--- src/sv/ddo_pkg.sv ---
// ----------------------------------------------------------------------------
// ddo_pkg
// Shared types, constants and the arctangent table for the odometry block.
// ----------------------------------------------------------------------------
package ddo_pkg;

    localparam int SINCOS_STAGES_DEF = 16;
    localparam int ATAN_ENTRIES      = 30;
    localparam int ATAN_IDX_W        = 5;
    localparam int CORDIC_W          = 34;
    localparam int MUL_W             = 33;
    localparam int PROD_W            = 2 * MUL_W;
    localparam int PADDR_W           = 3;

    localparam logic [31:0] METER_PER_TIC_RST = 32'd429497;
    localparam logic [31:0] ROT_PER_TIC_RST   = 32'd0;
    localparam logic signed [CORDIC_W-1:0] CORDIC_START = 34'sd652032874;

    localparam logic OP_STEP = 1'b0;
    localparam logic OP_SET  = 1'b1;

    localparam logic REG_METER_PER_TIC = 1'b0;
    localparam logic REG_ROT_PER_TIC   = 1'b1;

    typedef struct packed {
        logic               opcode;
        logic signed [15:0] left_tics;
        logic signed [15:0] right_tics;
        logic signed [31:0] new_x;
        logic signed [31:0] new_y;
        logic signed [31:0] new_theta;
        logic        [2:0]  set_mask;
    } in_item_t;

    typedef struct packed {
        logic signed [31:0] dist_res;
        logic signed [31:0] rot;
        logic signed [31:0] pos_x;
        logic signed [31:0] pos_y;
        logic signed [31:0] heading;
    } out_item_t;

    typedef enum logic [2:0] {
        ST_IDLE,
        ST_DIST,
        ST_ROT,
        ST_INIT,
        ST_ITER,
        ST_MULX,
        ST_MULY,
        ST_COMMIT
    } state_t;

    typedef enum logic [3:0] {
        DP_NOP,
        DP_LOAD,
        DP_MUL_DIST,
        DP_MUL_ROT,
        DP_INIT,
        DP_ITER,
        DP_MUL_X,
        DP_MUL_Y,
        DP_COMMIT,
        DP_SET
    } dp_op_t;

    typedef struct packed {
        dp_op_t                  op;
        logic [ATAN_IDX_W-1:0]   idx;
    } dp_cmd_t;

    typedef struct packed {
        logic out_busy;
    } dp_status_t;

    function automatic logic [31:0] atan_lookup(input logic [ATAN_IDX_W-1:0] i);
        logic [31:0] v;
        begin
            unique case (i)
                5'd0:    v = 32'd536870912;
                5'd1:    v = 32'd316933406;
                5'd2:    v = 32'd167458907;
                5'd3:    v = 32'd85004756;
                5'd4:    v = 32'd42667331;
                5'd5:    v = 32'd21354465;
                5'd6:    v = 32'd10680862;
                5'd7:    v = 32'd5340245;
                5'd8:    v = 32'd2670163;
                5'd9:    v = 32'd1335087;
                5'd10:   v = 32'd667544;
                5'd11:   v = 32'd333772;
                5'd12:   v = 32'd166886;
                5'd13:   v = 32'd83443;
                5'd14:   v = 32'd41722;
                5'd15:   v = 32'd20861;
                5'd16:   v = 32'd10430;
                5'd17:   v = 32'd5215;
                5'd18:   v = 32'd2608;
                5'd19:   v = 32'd1304;
                5'd20:   v = 32'd652;
                5'd21:   v = 32'd326;
                5'd22:   v = 32'd163;
                5'd23:   v = 32'd81;
                5'd24:   v = 32'd41;
                5'd25:   v = 32'd20;
                5'd26:   v = 32'd10;
                5'd27:   v = 32'd5;
                5'd28:   v = 32'd3;
                5'd29:   v = 32'd1;
                default: v = 32'd0;
            endcase
            return v;
        end
    endfunction

endpackage

--- src/sv/ddo_ctrl.sv ---
// ----------------------------------------------------------------------------
// ddo_ctrl
// Sequencer: takes an item, steps the datapath through the products and the
// CORDIC iterations for a step item, and commits when the output slot is free.
// ----------------------------------------------------------------------------
module ddo_ctrl #(
    parameter int SINCOS_STAGES = ddo_pkg::SINCOS_STAGES_DEF
) (
    input  logic                 clk,
    input  logic                 rst_n,
    input  logic                 in_valid,
    input  logic                 in_opcode,
    output logic                 in_ready,
    input  ddo_pkg::dp_status_t  status,
    output ddo_pkg::dp_cmd_t     cmd
);

    localparam int IW = (SINCOS_STAGES > 1) ? $clog2(SINCOS_STAGES) : 1;
    localparam logic [IW-1:0] LAST = IW'(SINCOS_STAGES - 1);

    ddo_pkg::state_t state_reg, state_next;
    logic            set_reg, set_next;
    logic [IW-1:0]   cnt_reg, cnt_next;

    always_ff @(posedge clk or negedge rst_n)
    begin
        if (!rst_n)
        begin
            state_reg <= ddo_pkg::ST_IDLE;
            set_reg   <= 1'b0;
            cnt_reg   <= '0;
        end
        else
        begin
            state_reg <= state_next;
            set_reg   <= set_next;
            cnt_reg   <= cnt_next;
        end
    end

    always_comb
    begin
        state_next = state_reg;
        set_next   = set_reg;
        cnt_next   = cnt_reg;
        in_ready   = 1'b0;
        cmd.op     = ddo_pkg::DP_NOP;
        cmd.idx    = ddo_pkg::ATAN_IDX_W'(cnt_reg);
        unique case (state_reg)
            ddo_pkg::ST_IDLE:
            begin
                in_ready = 1'b1;
                if (in_valid)
                begin
                    cmd.op   = ddo_pkg::DP_LOAD;
                    set_next = (in_opcode == ddo_pkg::OP_SET);
                    state_next = (in_opcode == ddo_pkg::OP_SET) ? ddo_pkg::ST_COMMIT
                                                                : ddo_pkg::ST_DIST;
                end
            end
            ddo_pkg::ST_DIST:
            begin
                cmd.op     = ddo_pkg::DP_MUL_DIST;
                state_next = ddo_pkg::ST_ROT;
            end
            ddo_pkg::ST_ROT:
            begin
                cmd.op     = ddo_pkg::DP_MUL_ROT;
                state_next = ddo_pkg::ST_INIT;
            end
            ddo_pkg::ST_INIT:
            begin
                cmd.op     = ddo_pkg::DP_INIT;
                cnt_next   = '0;
                state_next = ddo_pkg::ST_ITER;
            end
            ddo_pkg::ST_ITER:
            begin
                cmd.op   = ddo_pkg::DP_ITER;
                cnt_next = cnt_reg + 1'b1;
                if (cnt_reg == LAST)
                begin
                    state_next = ddo_pkg::ST_MULX;
                end
            end
            ddo_pkg::ST_MULX:
            begin
                cmd.op     = ddo_pkg::DP_MUL_X;
                state_next = ddo_pkg::ST_MULY;
            end
            ddo_pkg::ST_MULY:
            begin
                cmd.op     = ddo_pkg::DP_MUL_Y;
                state_next = ddo_pkg::ST_COMMIT;
            end
            ddo_pkg::ST_COMMIT:
            begin
                if (!status.out_busy)
                begin
                    cmd.op     = set_reg ? ddo_pkg::DP_SET : ddo_pkg::DP_COMMIT;
                    state_next = ddo_pkg::ST_IDLE;
                end
            end
            default:
            begin
                state_next = ddo_pkg::ST_IDLE;
            end
        endcase
    end

endmodule

--- src/sv/ddo_datapath.sv ---
// ----------------------------------------------------------------------------
// ddo_datapath
// Pose registers, shared signed multiplier, iterative CORDIC and output slot.
// ----------------------------------------------------------------------------
module ddo_datapath (
    input  logic                 clk,
    input  logic                 rst_n,
    input  ddo_pkg::dp_cmd_t     cmd,
    output ddo_pkg::dp_status_t  status,
    input  ddo_pkg::in_item_t    in_item,
    input  logic [31:0]          meter_per_tic,
    input  logic [31:0]          rot_per_tic,
    output logic                 out_valid,
    input  logic                 out_ready,
    output ddo_pkg::out_item_t   out_item
);

    localparam int CW = ddo_pkg::CORDIC_W;
    localparam int MW = ddo_pkg::MUL_W;
    localparam int PW = ddo_pkg::PROD_W;

    ddo_pkg::in_item_t    in_reg;
    ddo_pkg::out_item_t   out_reg, out_next;
    logic                 out_valid_reg, out_valid_next;
    logic signed [PW-1:0] prod_reg;
    logic signed [31:0]   dist_reg, rot_reg, dpx_reg;
    logic signed [CW-1:0] cx_reg, cy_reg, cz_reg;
    logic                 flip_reg;
    logic signed [31:0]   pos_x_reg, pos_y_reg, head_reg;
    logic signed [31:0]   pos_x_next, pos_y_next, head_next;

    logic signed [16:0]   tic_sum, tic_diff;
    logic signed [MW-1:0] mul_a, mul_b;
    logic signed [PW-1:0] prod_next;
    logic signed [CW-1:0] x_sh, y_sh, atan_v, cos_v, sin_v;
    logic                 flip_init;
    logic signed [CW-1:0] z_init;

    always_comb
    begin
        tic_sum  = 17'(in_reg.left_tics) + 17'(in_reg.right_tics);
        tic_diff = 17'(in_reg.right_tics) - 17'(in_reg.left_tics);
        cos_v    = flip_reg ? -cx_reg : cx_reg;
        sin_v    = flip_reg ? -cy_reg : cy_reg;
        mul_a    = MW'(dist_reg);
        mul_b    = cos_v[MW-1:0];
        case (cmd.op)
            ddo_pkg::DP_MUL_DIST:
            begin
                mul_a = MW'(tic_sum);
                mul_b = signed'({1'b0, meter_per_tic});
            end
            ddo_pkg::DP_MUL_ROT:
            begin
                mul_a = MW'(tic_diff);
                mul_b = signed'({1'b0, rot_per_tic});
            end
            ddo_pkg::DP_MUL_Y:
            begin
                mul_b = sin_v[MW-1:0];
            end
            default:
            begin
            end
        endcase
        prod_next = PW'(mul_a) * PW'(mul_b);
    end

    always_comb
    begin
        x_sh      = cx_reg >>> cmd.idx;
        y_sh      = cy_reg >>> cmd.idx;
        atan_v    = signed'({2'b00, ddo_pkg::atan_lookup(cmd.idx)});
        flip_init = head_reg[31] ^ head_reg[30];
        z_init    = CW'(signed'({head_reg[31] ^ flip_init, head_reg[30:0]}));
    end

    always_comb
    begin
        pos_x_next     = pos_x_reg;
        pos_y_next     = pos_y_reg;
        head_next      = head_reg;
        out_next       = out_reg;
        out_valid_next = out_valid_reg && !out_ready;
        case (cmd.op)
            ddo_pkg::DP_COMMIT:
            begin
                pos_x_next     = pos_x_reg + dpx_reg;
                pos_y_next     = pos_y_reg + prod_reg[61:30];
                head_next      = head_reg + rot_reg;
                out_next       = '{dist_res: dist_reg, rot: rot_reg, pos_x: pos_x_next,
                                   pos_y: pos_y_next, heading: head_next};
                out_valid_next = 1'b1;
            end
            ddo_pkg::DP_SET:
            begin
                if (in_reg.set_mask[0])
                begin
                    pos_x_next = in_reg.new_x;
                end
                if (in_reg.set_mask[1])
                begin
                    pos_y_next = in_reg.new_y;
                end
                if (in_reg.set_mask[2])
                begin
                    head_next = in_reg.new_theta;
                end
                out_next       = '{dist_res: '0, rot: '0, pos_x: pos_x_next,
                                   pos_y: pos_y_next, heading: head_next};
                out_valid_next = 1'b1;
            end
            default:
            begin
            end
        endcase
    end

    always_ff @(posedge clk or negedge rst_n)
    begin
        if (!rst_n)
        begin
            out_valid_reg <= 1'b0;
            pos_x_reg     <= '0;
            pos_y_reg     <= '0;
            head_reg      <= '0;
        end
        else
        begin
            out_valid_reg <= out_valid_next;
            pos_x_reg     <= pos_x_next;
            pos_y_reg     <= pos_y_next;
            head_reg      <= head_next;
        end
    end

    always_ff @(posedge clk)
    begin
        out_reg <= out_next;
        case (cmd.op)
            ddo_pkg::DP_LOAD:
            begin
                in_reg <= in_item;
            end
            ddo_pkg::DP_MUL_DIST:
            begin
                prod_reg <= prod_next;
            end
            ddo_pkg::DP_MUL_ROT:
            begin
                dist_reg <= prod_reg[48:17];
                prod_reg <= prod_next;
            end
            ddo_pkg::DP_INIT:
            begin
                rot_reg  <= prod_reg[47:16];
                flip_reg <= flip_init;
                cx_reg   <= ddo_pkg::CORDIC_START;
                cy_reg   <= '0;
                cz_reg   <= z_init;
            end
            ddo_pkg::DP_ITER:
            begin
                if (!cz_reg[CW-1])
                begin
                    cx_reg <= cx_reg - y_sh;
                    cy_reg <= cy_reg + x_sh;
                    cz_reg <= cz_reg - atan_v;
                end
                else
                begin
                    cx_reg <= cx_reg + y_sh;
                    cy_reg <= cy_reg - x_sh;
                    cz_reg <= cz_reg + atan_v;
                end
            end
            ddo_pkg::DP_MUL_X:
            begin
                prod_reg <= prod_next;
            end
            ddo_pkg::DP_MUL_Y:
            begin
                dpx_reg  <= prod_reg[61:30];
                prod_reg <= prod_next;
            end
            default:
            begin
            end
        endcase
    end

    assign status.out_busy = out_valid_reg && !out_ready;
    assign out_valid       = out_valid_reg;
    assign out_item        = out_reg;

endmodule

--- src/sv/differential_drive_odometry.sv ---
// ----------------------------------------------------------------------------
// differential_drive_odometry
// Dead-reckoning pose tracker for a two-wheel robot with an APB register port.
// ----------------------------------------------------------------------------
// An odometry step runs, from acceptance to the result being offered, through
// two products on the one shared 33x33 multiplier for distance and heading change,
// a CORDIC set-up step, one CORDIC iteration per cycle for the sine and cosine
// of the old heading, two further products for the x and y increments, and a
// commit, which waits while the output register still holds an untaken result.
// A set item goes straight to the commit state. The next item is taken back in
// idle. Items are handled one at a time; a finished result waits in the output
// register while the next item runs.
// ----------------------------------------------------------------------------
module differential_drive_odometry #(
    parameter int SINCOS_STAGES = ddo_pkg::SINCOS_STAGES_DEF
) (
    input  logic                        clk,
    input  logic                        rst_n,
    input  logic                        in_valid,
    output logic                        in_ready,
    input  ddo_pkg::in_item_t           in_item,
    output logic                        out_valid,
    input  logic                        out_ready,
    output ddo_pkg::out_item_t          out_item,
    input  logic                        psel,
    input  logic                        penable,
    input  logic                        pwrite,
    input  logic [ddo_pkg::PADDR_W-1:0] paddr,
    input  logic [31:0]                 pwdata,
    output logic [31:0]                 prdata,
    output logic                        pready
);

    logic [31:0]         meter_per_tic_reg;
    logic [31:0]         rot_per_tic_reg;
    logic                cfg_wr;
    ddo_pkg::dp_cmd_t    cmd;
    ddo_pkg::dp_status_t status;

    assign pready = 1'b1;
    assign cfg_wr = psel && penable && pwrite;

    always_ff @(posedge clk or negedge rst_n)
    begin
        if (!rst_n)
        begin
            meter_per_tic_reg <= ddo_pkg::METER_PER_TIC_RST;
            rot_per_tic_reg   <= ddo_pkg::ROT_PER_TIC_RST;
        end
        else if (cfg_wr)
        begin
            unique case (paddr[2])
                ddo_pkg::REG_METER_PER_TIC: meter_per_tic_reg <= pwdata;
                ddo_pkg::REG_ROT_PER_TIC:   rot_per_tic_reg   <= pwdata;
                default:                    meter_per_tic_reg <= meter_per_tic_reg;
            endcase
        end
    end

    always_comb
    begin
        unique case (paddr[2])
            ddo_pkg::REG_METER_PER_TIC: prdata = meter_per_tic_reg;
            ddo_pkg::REG_ROT_PER_TIC:   prdata = rot_per_tic_reg;
            default:                    prdata = '0;
        endcase
    end

    ddo_ctrl #(
        .SINCOS_STAGES (SINCOS_STAGES)
    ) u_ctrl (
        .clk       (clk),
        .rst_n     (rst_n),
        .in_valid  (in_valid),
        .in_opcode (in_item.opcode),
        .in_ready  (in_ready),
        .status    (status),
        .cmd       (cmd)
    );

    ddo_datapath u_datapath (
        .clk           (clk),
        .rst_n         (rst_n),
        .cmd           (cmd),
        .status        (status),
        .in_item       (in_item),
        .meter_per_tic (meter_per_tic_reg),
        .rot_per_tic   (rot_per_tic_reg),
        .out_valid     (out_valid),
        .out_ready     (out_ready),
        .out_item      (out_item)
    );

endmodule

--- config.mk ---
export PLATFORM = sky130hd
export DESIGN_NAME = differential_drive_odometry
export DESIGN_NICKNAME = d
export VERILOG_FILES = /design/src/sv/ddo_pkg.sv /design/src/sv/ddo_ctrl.sv /design/src/sv/ddo_datapath.sv /design/src/sv/differential_drive_odometry.sv
export SDC_FILE = /design/constraint.sdc
export NUM_CORES = 2
export LEC_CHECK = 0
export BUFFER_PORTS_ARGS = -buffer_cell sky130_fd_sc_hd__buf_2
export CAP_MARGIN = 40
export CELL_PAD_IN_SITES_DETAIL_PLACEMENT = 1
export CELL_PAD_IN_SITES_GLOBAL_PLACEMENT = 2
export CORE_MARGIN = 5
export CORE_UTILIZATION = 45
export DETAILED_ROUTE_END_ITERATION = 8
export GPL_ROUTABILITY_DRIVEN = 0
export GPL_TIMING_DRIVEN = 1
export PLACE_DENSITY_LB_ADDON = 0.1
export SYNTH_ARGS = -nofsm -noshare
export SYNTH_HDL_FRONTEND = slang
export SYNTH_SLANG_ARGS = --single-unit
--- constraint.sdc ---
create_clock -name clk -period 23.4 [get_ports clk]
set_input_delay 3.51 -clock clk [delete_from_list [all_inputs] [get_ports clk]]
set_output_delay 3.51 -clock clk [all_outputs]
set_load 0.005 [all_outputs]
# Word level (Yosys, flattened, before mapping)
# Memories as Yosys holds them, arrays and structs flattened.
# Index checks and enable logic that the tools add are counted.
[word_totals] reg_bits=721 mem_count=1 word_cells=113 romBits=960 out_inout_bits=195
[classes] shift=2 n_bitwise=3 addsub=14 n_mul=1 n_eq_ne=20 n_reduce_logical=14 n_mux=30
[mem_list] name="(name not given)" words=32 word_bits=30 rd=1 rd_clocked_by_memory_dff=0 write_ports=0 line="ddo_pkg.sv:79" text="unique case (i)"
[op_table] op="case mux 160 bit (2 select lines)" n=1
[op_table] op="case mux 32 bit (2 select lines)" n=4
[op_table] op="case mux 34 bit (2 select lines)" n=3
[op_table] op="two-way mux 34 bit" n=3
[op_table] op="case mux 33 bit (3 select lines)" n=1
[op_table] op="adder 32 bit" n=3
[op_table] op="two-way mux 32 bit" n=3
[op_table] op="adder 34 bit" n=2
[op_table] op=">>> shifter 34 x 4 -> 34 bit" n=2
[op_table] op="subtractor 34 bit" n=2
[op_table] op="two-way mux 33 bit" n=2
[op_table] op="negator 33 bit" n=2
[op_table] op="case mux 33 bit (2 select lines)" n=1
[op_table] op="multiplier 33 x 33 -> 62 bit" n=1
[op_table] op="adder 34 x 33 -> 34 bit" n=1
[op_table] op="subtractor 34 x 33 -> 34 bit" n=1
[op_table] op="case mux 4 bit (8 select lines)" n=1
[op_table] op="case mux 3 bit (8 select lines)" n=1
[op_table] op="adder 16 x 16 -> 17 bit" n=1
[op_table] op="subtractor 16 x 16 -> 17 bit" n=1
[op_table] op="equality test 4 x 3 -> 1 bit (second input constant)" n=4
[op_table] op="equality test 3 bit (second input constant)" n=4
[op_table] op="equality test 4 bit (second input constant)" n=3
[op_table] op="two-way mux 3 bit" n=4
[op_table] op="other kinds (20)" n=33

# Depth between registers and ports, before layout
[logic_depth] word_depth=7 mapped_depth=48

# Modules after synthesis
# A second synthesis with hierarchy kept.
[unflattened] hier_cells=8283 hier_area_um2=81324.2
[modules_own_cells] mod="ddo_datapath" instances=1 seq_area_each_um2=18522.8 area_each_um2=77819.6 cells_per_inst=8049
[modules_own_cells] mod="differential_drive_odometry" instances=1 seq_area_each_um2=1615.3 area_each_um2=2925.3 cells_per_inst=174
[modules_own_cells] mod="ddo_ctrl" instances=1 seq_area_each_um2=200.2 area_each_um2=579.3 cells_per_inst=60

# Worst setup path before layout
# OpenSTA, ideal clock, no wires.
[synth_timing] path_type="in2reg" from="input out_ready" to="register u_datapath.prod_reg[61] (data pin)" cell_stages=33 setup_time_ns=0.273 arrival_time_ns=13.779 setup_slack_ns=9.349 path_buffers=4 path_cell_list="and3b_1 -> a211o_1 -> buf_4 -> nor2_1 -> nand4_1 -> a31oi_1 -> or3_1 -> clkbuf_1 -> buf_1 -> a21o_1 -> clkbuf_1 -> nand2_1 -> fa_1 -> fa_1 -> inv_1 -> fa_1 -> inv_1 -> fa_1 -> fa_1 -> fa_1 -> fa_1 -> fa_1 -> inv_1 -> ha_1 -> a21oi_1 -> o21bai_1 -> a211o_1 -> a211oi_1 -> nor2_1 -> o21ai_1 -> nor3_1 -> a2111oi_0 -> xnor2_1"
[synth_between] elab_chain_cells=7 elab_cells_between_ends=10 classes_between="mul: 1; eq/ne: 3; mux: 4; reduce/logical: 2"
[synth_rtl] element="start, declared" line="differential_drive_odometry.sv:23" text="input logic out_ready,"
[synth_rtl] element="logical NOT 1 bit *" line="ddo_datapath.sv:192" text="assign status.out_busy = out_valid_reg && !out_ready;"
[synth_rtl] element="logical AND 1 bit *" line="ddo_datapath.sv:192"
[synth_rtl] element="two-way mux 4 bit *" line="ddo_ctrl.sv:98" text="if (!status.out_busy)"
[synth_rtl] element="case mux 4 bit (8 select lines) *" line="ddo_ctrl.sv:49" text="unique case (state_reg)"
[synth_rtl] element="equality test 4 x 3 -> 1 bit / equality test 4 x 2 -> 1 bit (equally long branches)" line="ddo_datapath.sv:47" text="case (cmd.op)"
[synth_rtl] element="case mux 33 bit (3 select lines) / case mux 33 bit (2 select lines) (equally long branches)" line="ddo_datapath.sv:47"
[synth_rtl] element="multiplier 33 x 33 -> 62 bit *" line="ddo_datapath.sv:66" text="prod_next = PW'(mul_a) * PW'(mul_b);"
[synth_rtl] element="named net u_datapath.prod_next[61]" line="ddo_datapath.sv:34" text="logic signed [PW-1:0] prod_next;"
[synth_rtl] element="end signal, assigned" line="ddo_datapath.sv:147" text="prod_reg <= prod_next;"
[synth_rtl] element="end signal, assigned" line="ddo_datapath.sv:152" text="prod_reg <= prod_next;"
[synth_rtl] element="end signal, assigned" line="ddo_datapath.sv:179" text="prod_reg <= prod_next;"
[synth_rtl] element="end, declared" line="ddo_datapath.sv:25" text="logic signed [PW-1:0] prod_reg;"
# Mark *: on every way through the listed nets, which the timed path passes. The rest lies on a longest branch.
# A chain may end at the register's enable or synchronous reset.

# Final worst setup path
[layout_timing] from="input in_valid" to="register u_datapath.prod_reg[61] (data pin)"
[layout_between] elab_chain_cells=5 elab_cells_between_ends=8 classes_between="mul: 1; eq/ne: 3; mux: 4"
[layout_rtl] element="start, declared" line="differential_drive_odometry.sv:19" text="input logic in_valid,"
[layout_rtl] element="two-way mux 1 bit *" line="ddo_ctrl.sv:53" text="if (in_valid)"
[layout_rtl] element="case mux 4 bit (8 select lines) *" line="ddo_ctrl.sv:49"
[layout_rtl] element="equality test 4 x 3 -> 1 bit / equality test 4 x 2 -> 1 bit (equally long branches)" line="ddo_datapath.sv:47"
[layout_rtl] element="case mux 33 bit (3 select lines) / case mux 33 bit (2 select lines) (equally long branches)" line="ddo_datapath.sv:47"
[layout_rtl] element="multiplier 33 x 33 -> 62 bit *" line="ddo_datapath.sv:66"
[layout_rtl] element="named net u_datapath.prod_next[61]" line="ddo_datapath.sv:34"
# Marked as above.

==> run metrics <==
Post-synth EDFFs=roughly 540; type of origin of the critical path=input port; first-pass GRT wire length=~430000 um; max cap viols=0; Tightest Pin Transition=0.897 ns; slew margin rel.=roughly two fifths; DRT Wirelength=around 290000 um; drc violations=0; DP Worst Slack=around 7.8 ns; outcome=finished clean; die height=roughly 430 um; PortBufs=about 370; fillers=19771; CTS Buf Count=slightly above 80; gr ovfl total=0; vias in the first global route=~67000; Critical Path AT=about 15 ns; crit path to=u_datapath.prod_reg[61]; clock skew=0.0403 ns; crit path launch=in_valid; Yosys top cell area share=approximately 27%; leading cell types by count after synthesis=1278 x inv_1, 1089 x fa_1, 1026 x nand2_1, 825 x nor2_1, 536 x edfxtp_1; largest cells by area after synthesis=fa_1 27%, edfxtp_1 20%, ha_1 6.8%, inv_1 6.0%, dfrtp_1 5.0%; RSZ-0062 raised after global routing=false; Skew-Pair Late Insertion Delay=approximately 0.71 ns; post-CTS setup buffers=0; Avg WL per Cell=around 26 um; post-synth top area cell=fa_1; syn nets=approximately 10000; Final WS setup=8.48 ns; Crit path required time=roughly 24 ns; die area=roughly 0.19 sq mm; critical path class=in2reg; Hold WS=0.413 ns; CTS Hold Bufs=0; max reg flops=160; post-placement cell area=approximately 0.085 sq mm; count leader, synth=inv_1; TNS Setup=0 ns; Fmax=~67 MHz; Worst-path clk slew=approximately 0.070 ns; reg-to-reg setup timing slack=10.12 ns; row cnt=~150; CP dominant cell by count=fa_1; Syn Inst Count=approximately 8300; CP peak stage delay=just under 0.7 ns; HP Class=reg2reg; fin area=0.0880 sq mm; Via Count=~62000; register area=0.0204 sq mm; Die X=approximately 430 um; final setup fails=0; clock buffer depth=3; Period minus WS final=around 15 ns; PostCTS Resize Cnt=0; Routed Antenna Nets=0; post-DP HPWL=223000 um; clock tree from TritonCTS=done; Final #Nets=approximately 10000; ys flop type=edfxtp_1; area of the multi-input gates=roughly 0.054 sq mm; reg2reg path depth=42; RR Endpoint=u_datapath.prod_reg[61]; antenna violations before repair=24; Vias/cell=between 5 and 6; fin crit share=63.8%; Slowest-stage cell, CP=a2111oi_0; DRT Pass-1 Iters=5; final hold vios=0; Post-Syn Area=0.0799 sq mm; #FFs+latches synth=roughly 700; Async S/R FF share, synth=between 20% and 30%; largest net degree at the start of global routing=85; Distinct cells, synth=88; Area Growth Syn to Fin=10.2%; DRC marker count from the first detailed-route iteration=4328; Total GRT Usage=30.4%; Syn. warnings=0; clk sinks=705; worst r2r src=u_datapath.in_reg[99]; root buffer cell=clkbuf_16; top-level I/O count=~370; Initial Util=~45%; core region area=about 0.18 sq mm; H-Tree Depth=3; crit path max fanout=31; crit path capture type=flop; syn_area_per_cell=about 9.6 sq um; Final Max Tran Viols=0; Seq/Total Area, Yosys=~25%; share of layout cells above drive strength 1=between 10% and 20%
cells in the final DEF, fill, tap and decap left out, drive strengths merged, types with 59 or more instances in the layout:
cell type  netlist  layout
clkbuf         329     110
a21oi          381     381
buf             64     531
nand2b          78      78
mux2           141     141
a21o           159     159
fa            1089    1089
o21ai          308     308
mux2i          146     146
and2           148     148
edfxtp         536     536
mux4            61      61
xor2           179     179
inv           1282    1285
dfrtp          158     158
xnor2          208     208
nor3            59      59
nor2           825     825
nand3           70      70
nand2         1026    1026
ha             437     437
cell families (layout without fill, tap and decap cells):
logic type               Yosys count  after routing  share of synthesized area [%]
AO/OA/AOI/OAI                   1234           1234                           9.62
multiplexers                     348            348                           5.54
XOR/XNOR                         387            387                           4.24
buffers and inverters           1676           1971                           7.93
adder cells (fa/ha/maj)         1526           1526                           34.1
AND/OR/NAND/NOR                 2415           2415                           13.1
flip-flops                       705            705                           25.5
other                              1             13                        0.00470
final cells by class:
type,instances,area share [%]
sequential,705,23.1
antenna,12,0.0341
inverter,1283,5.48
timing repair buffer,532,3.89
tap,2340,3.33
clock buffer,109,2.64
clock inverter,47,0.661
multi-input combinational,5911,60.8
per-stage QoR:
stage          std cells  util, %
5_1_grt            10937     49.9
2_1_floorplan       8292        -
3_3_place_gp       10741     47.9
4_1_cts            10926     49.9
3_5_place_dp       10770     48.2
6_report           10939     49.9
worst max-delay path, delay by kind of cell:
family / cells / cell delay (ns)
AND/OR/NAND/NOR: 9 / 2.05
adder cells (fa/ha/maj): 9 / 4.35
XOR/XNOR: 1 / 0.20
AO/OA/AOI/OAI: 9 / 3.03
buffers and inverters: 11 / 2.07
routing by layer:
metal / part of all wire (%) / up-vias / track usage, %
met5: 0.015 / - / 0
met4: 4.4 / 6 / 11.8
met3: 6.3 / 439 / 4.49
met2: 47 / 1904 / 49.5
met1: 43 / 32609 / 41.3
li1: - / 27290 / -
worst min path at each step:
stage                     cells after the start                     from                    end  slack, ns
after floorplan                               0  u_datapath.prod_reg[16]  u_datapath.rot_reg[0]       0.40
after global placement                        0  u_datapath.prod_reg[16]  u_datapath.rot_reg[0]       0.40
after detailed placement                      0  u_datapath.prod_reg[16]  u_datapath.rot_reg[0]       0.41
after CTS                                     0  u_datapath.prod_reg[16]  u_datapath.rot_reg[0]       0.41
after global routing                          0  u_datapath.prod_reg[16]  u_datapath.rot_reg[0]       0.42
final                                         0  u_datapath.prod_reg[16]  u_datapath.rot_reg[0]       0.41
Power is left out: the tool's default activity adds up to more than one toggle a clock period on the data nets, which glitch-free logic cannot reach.
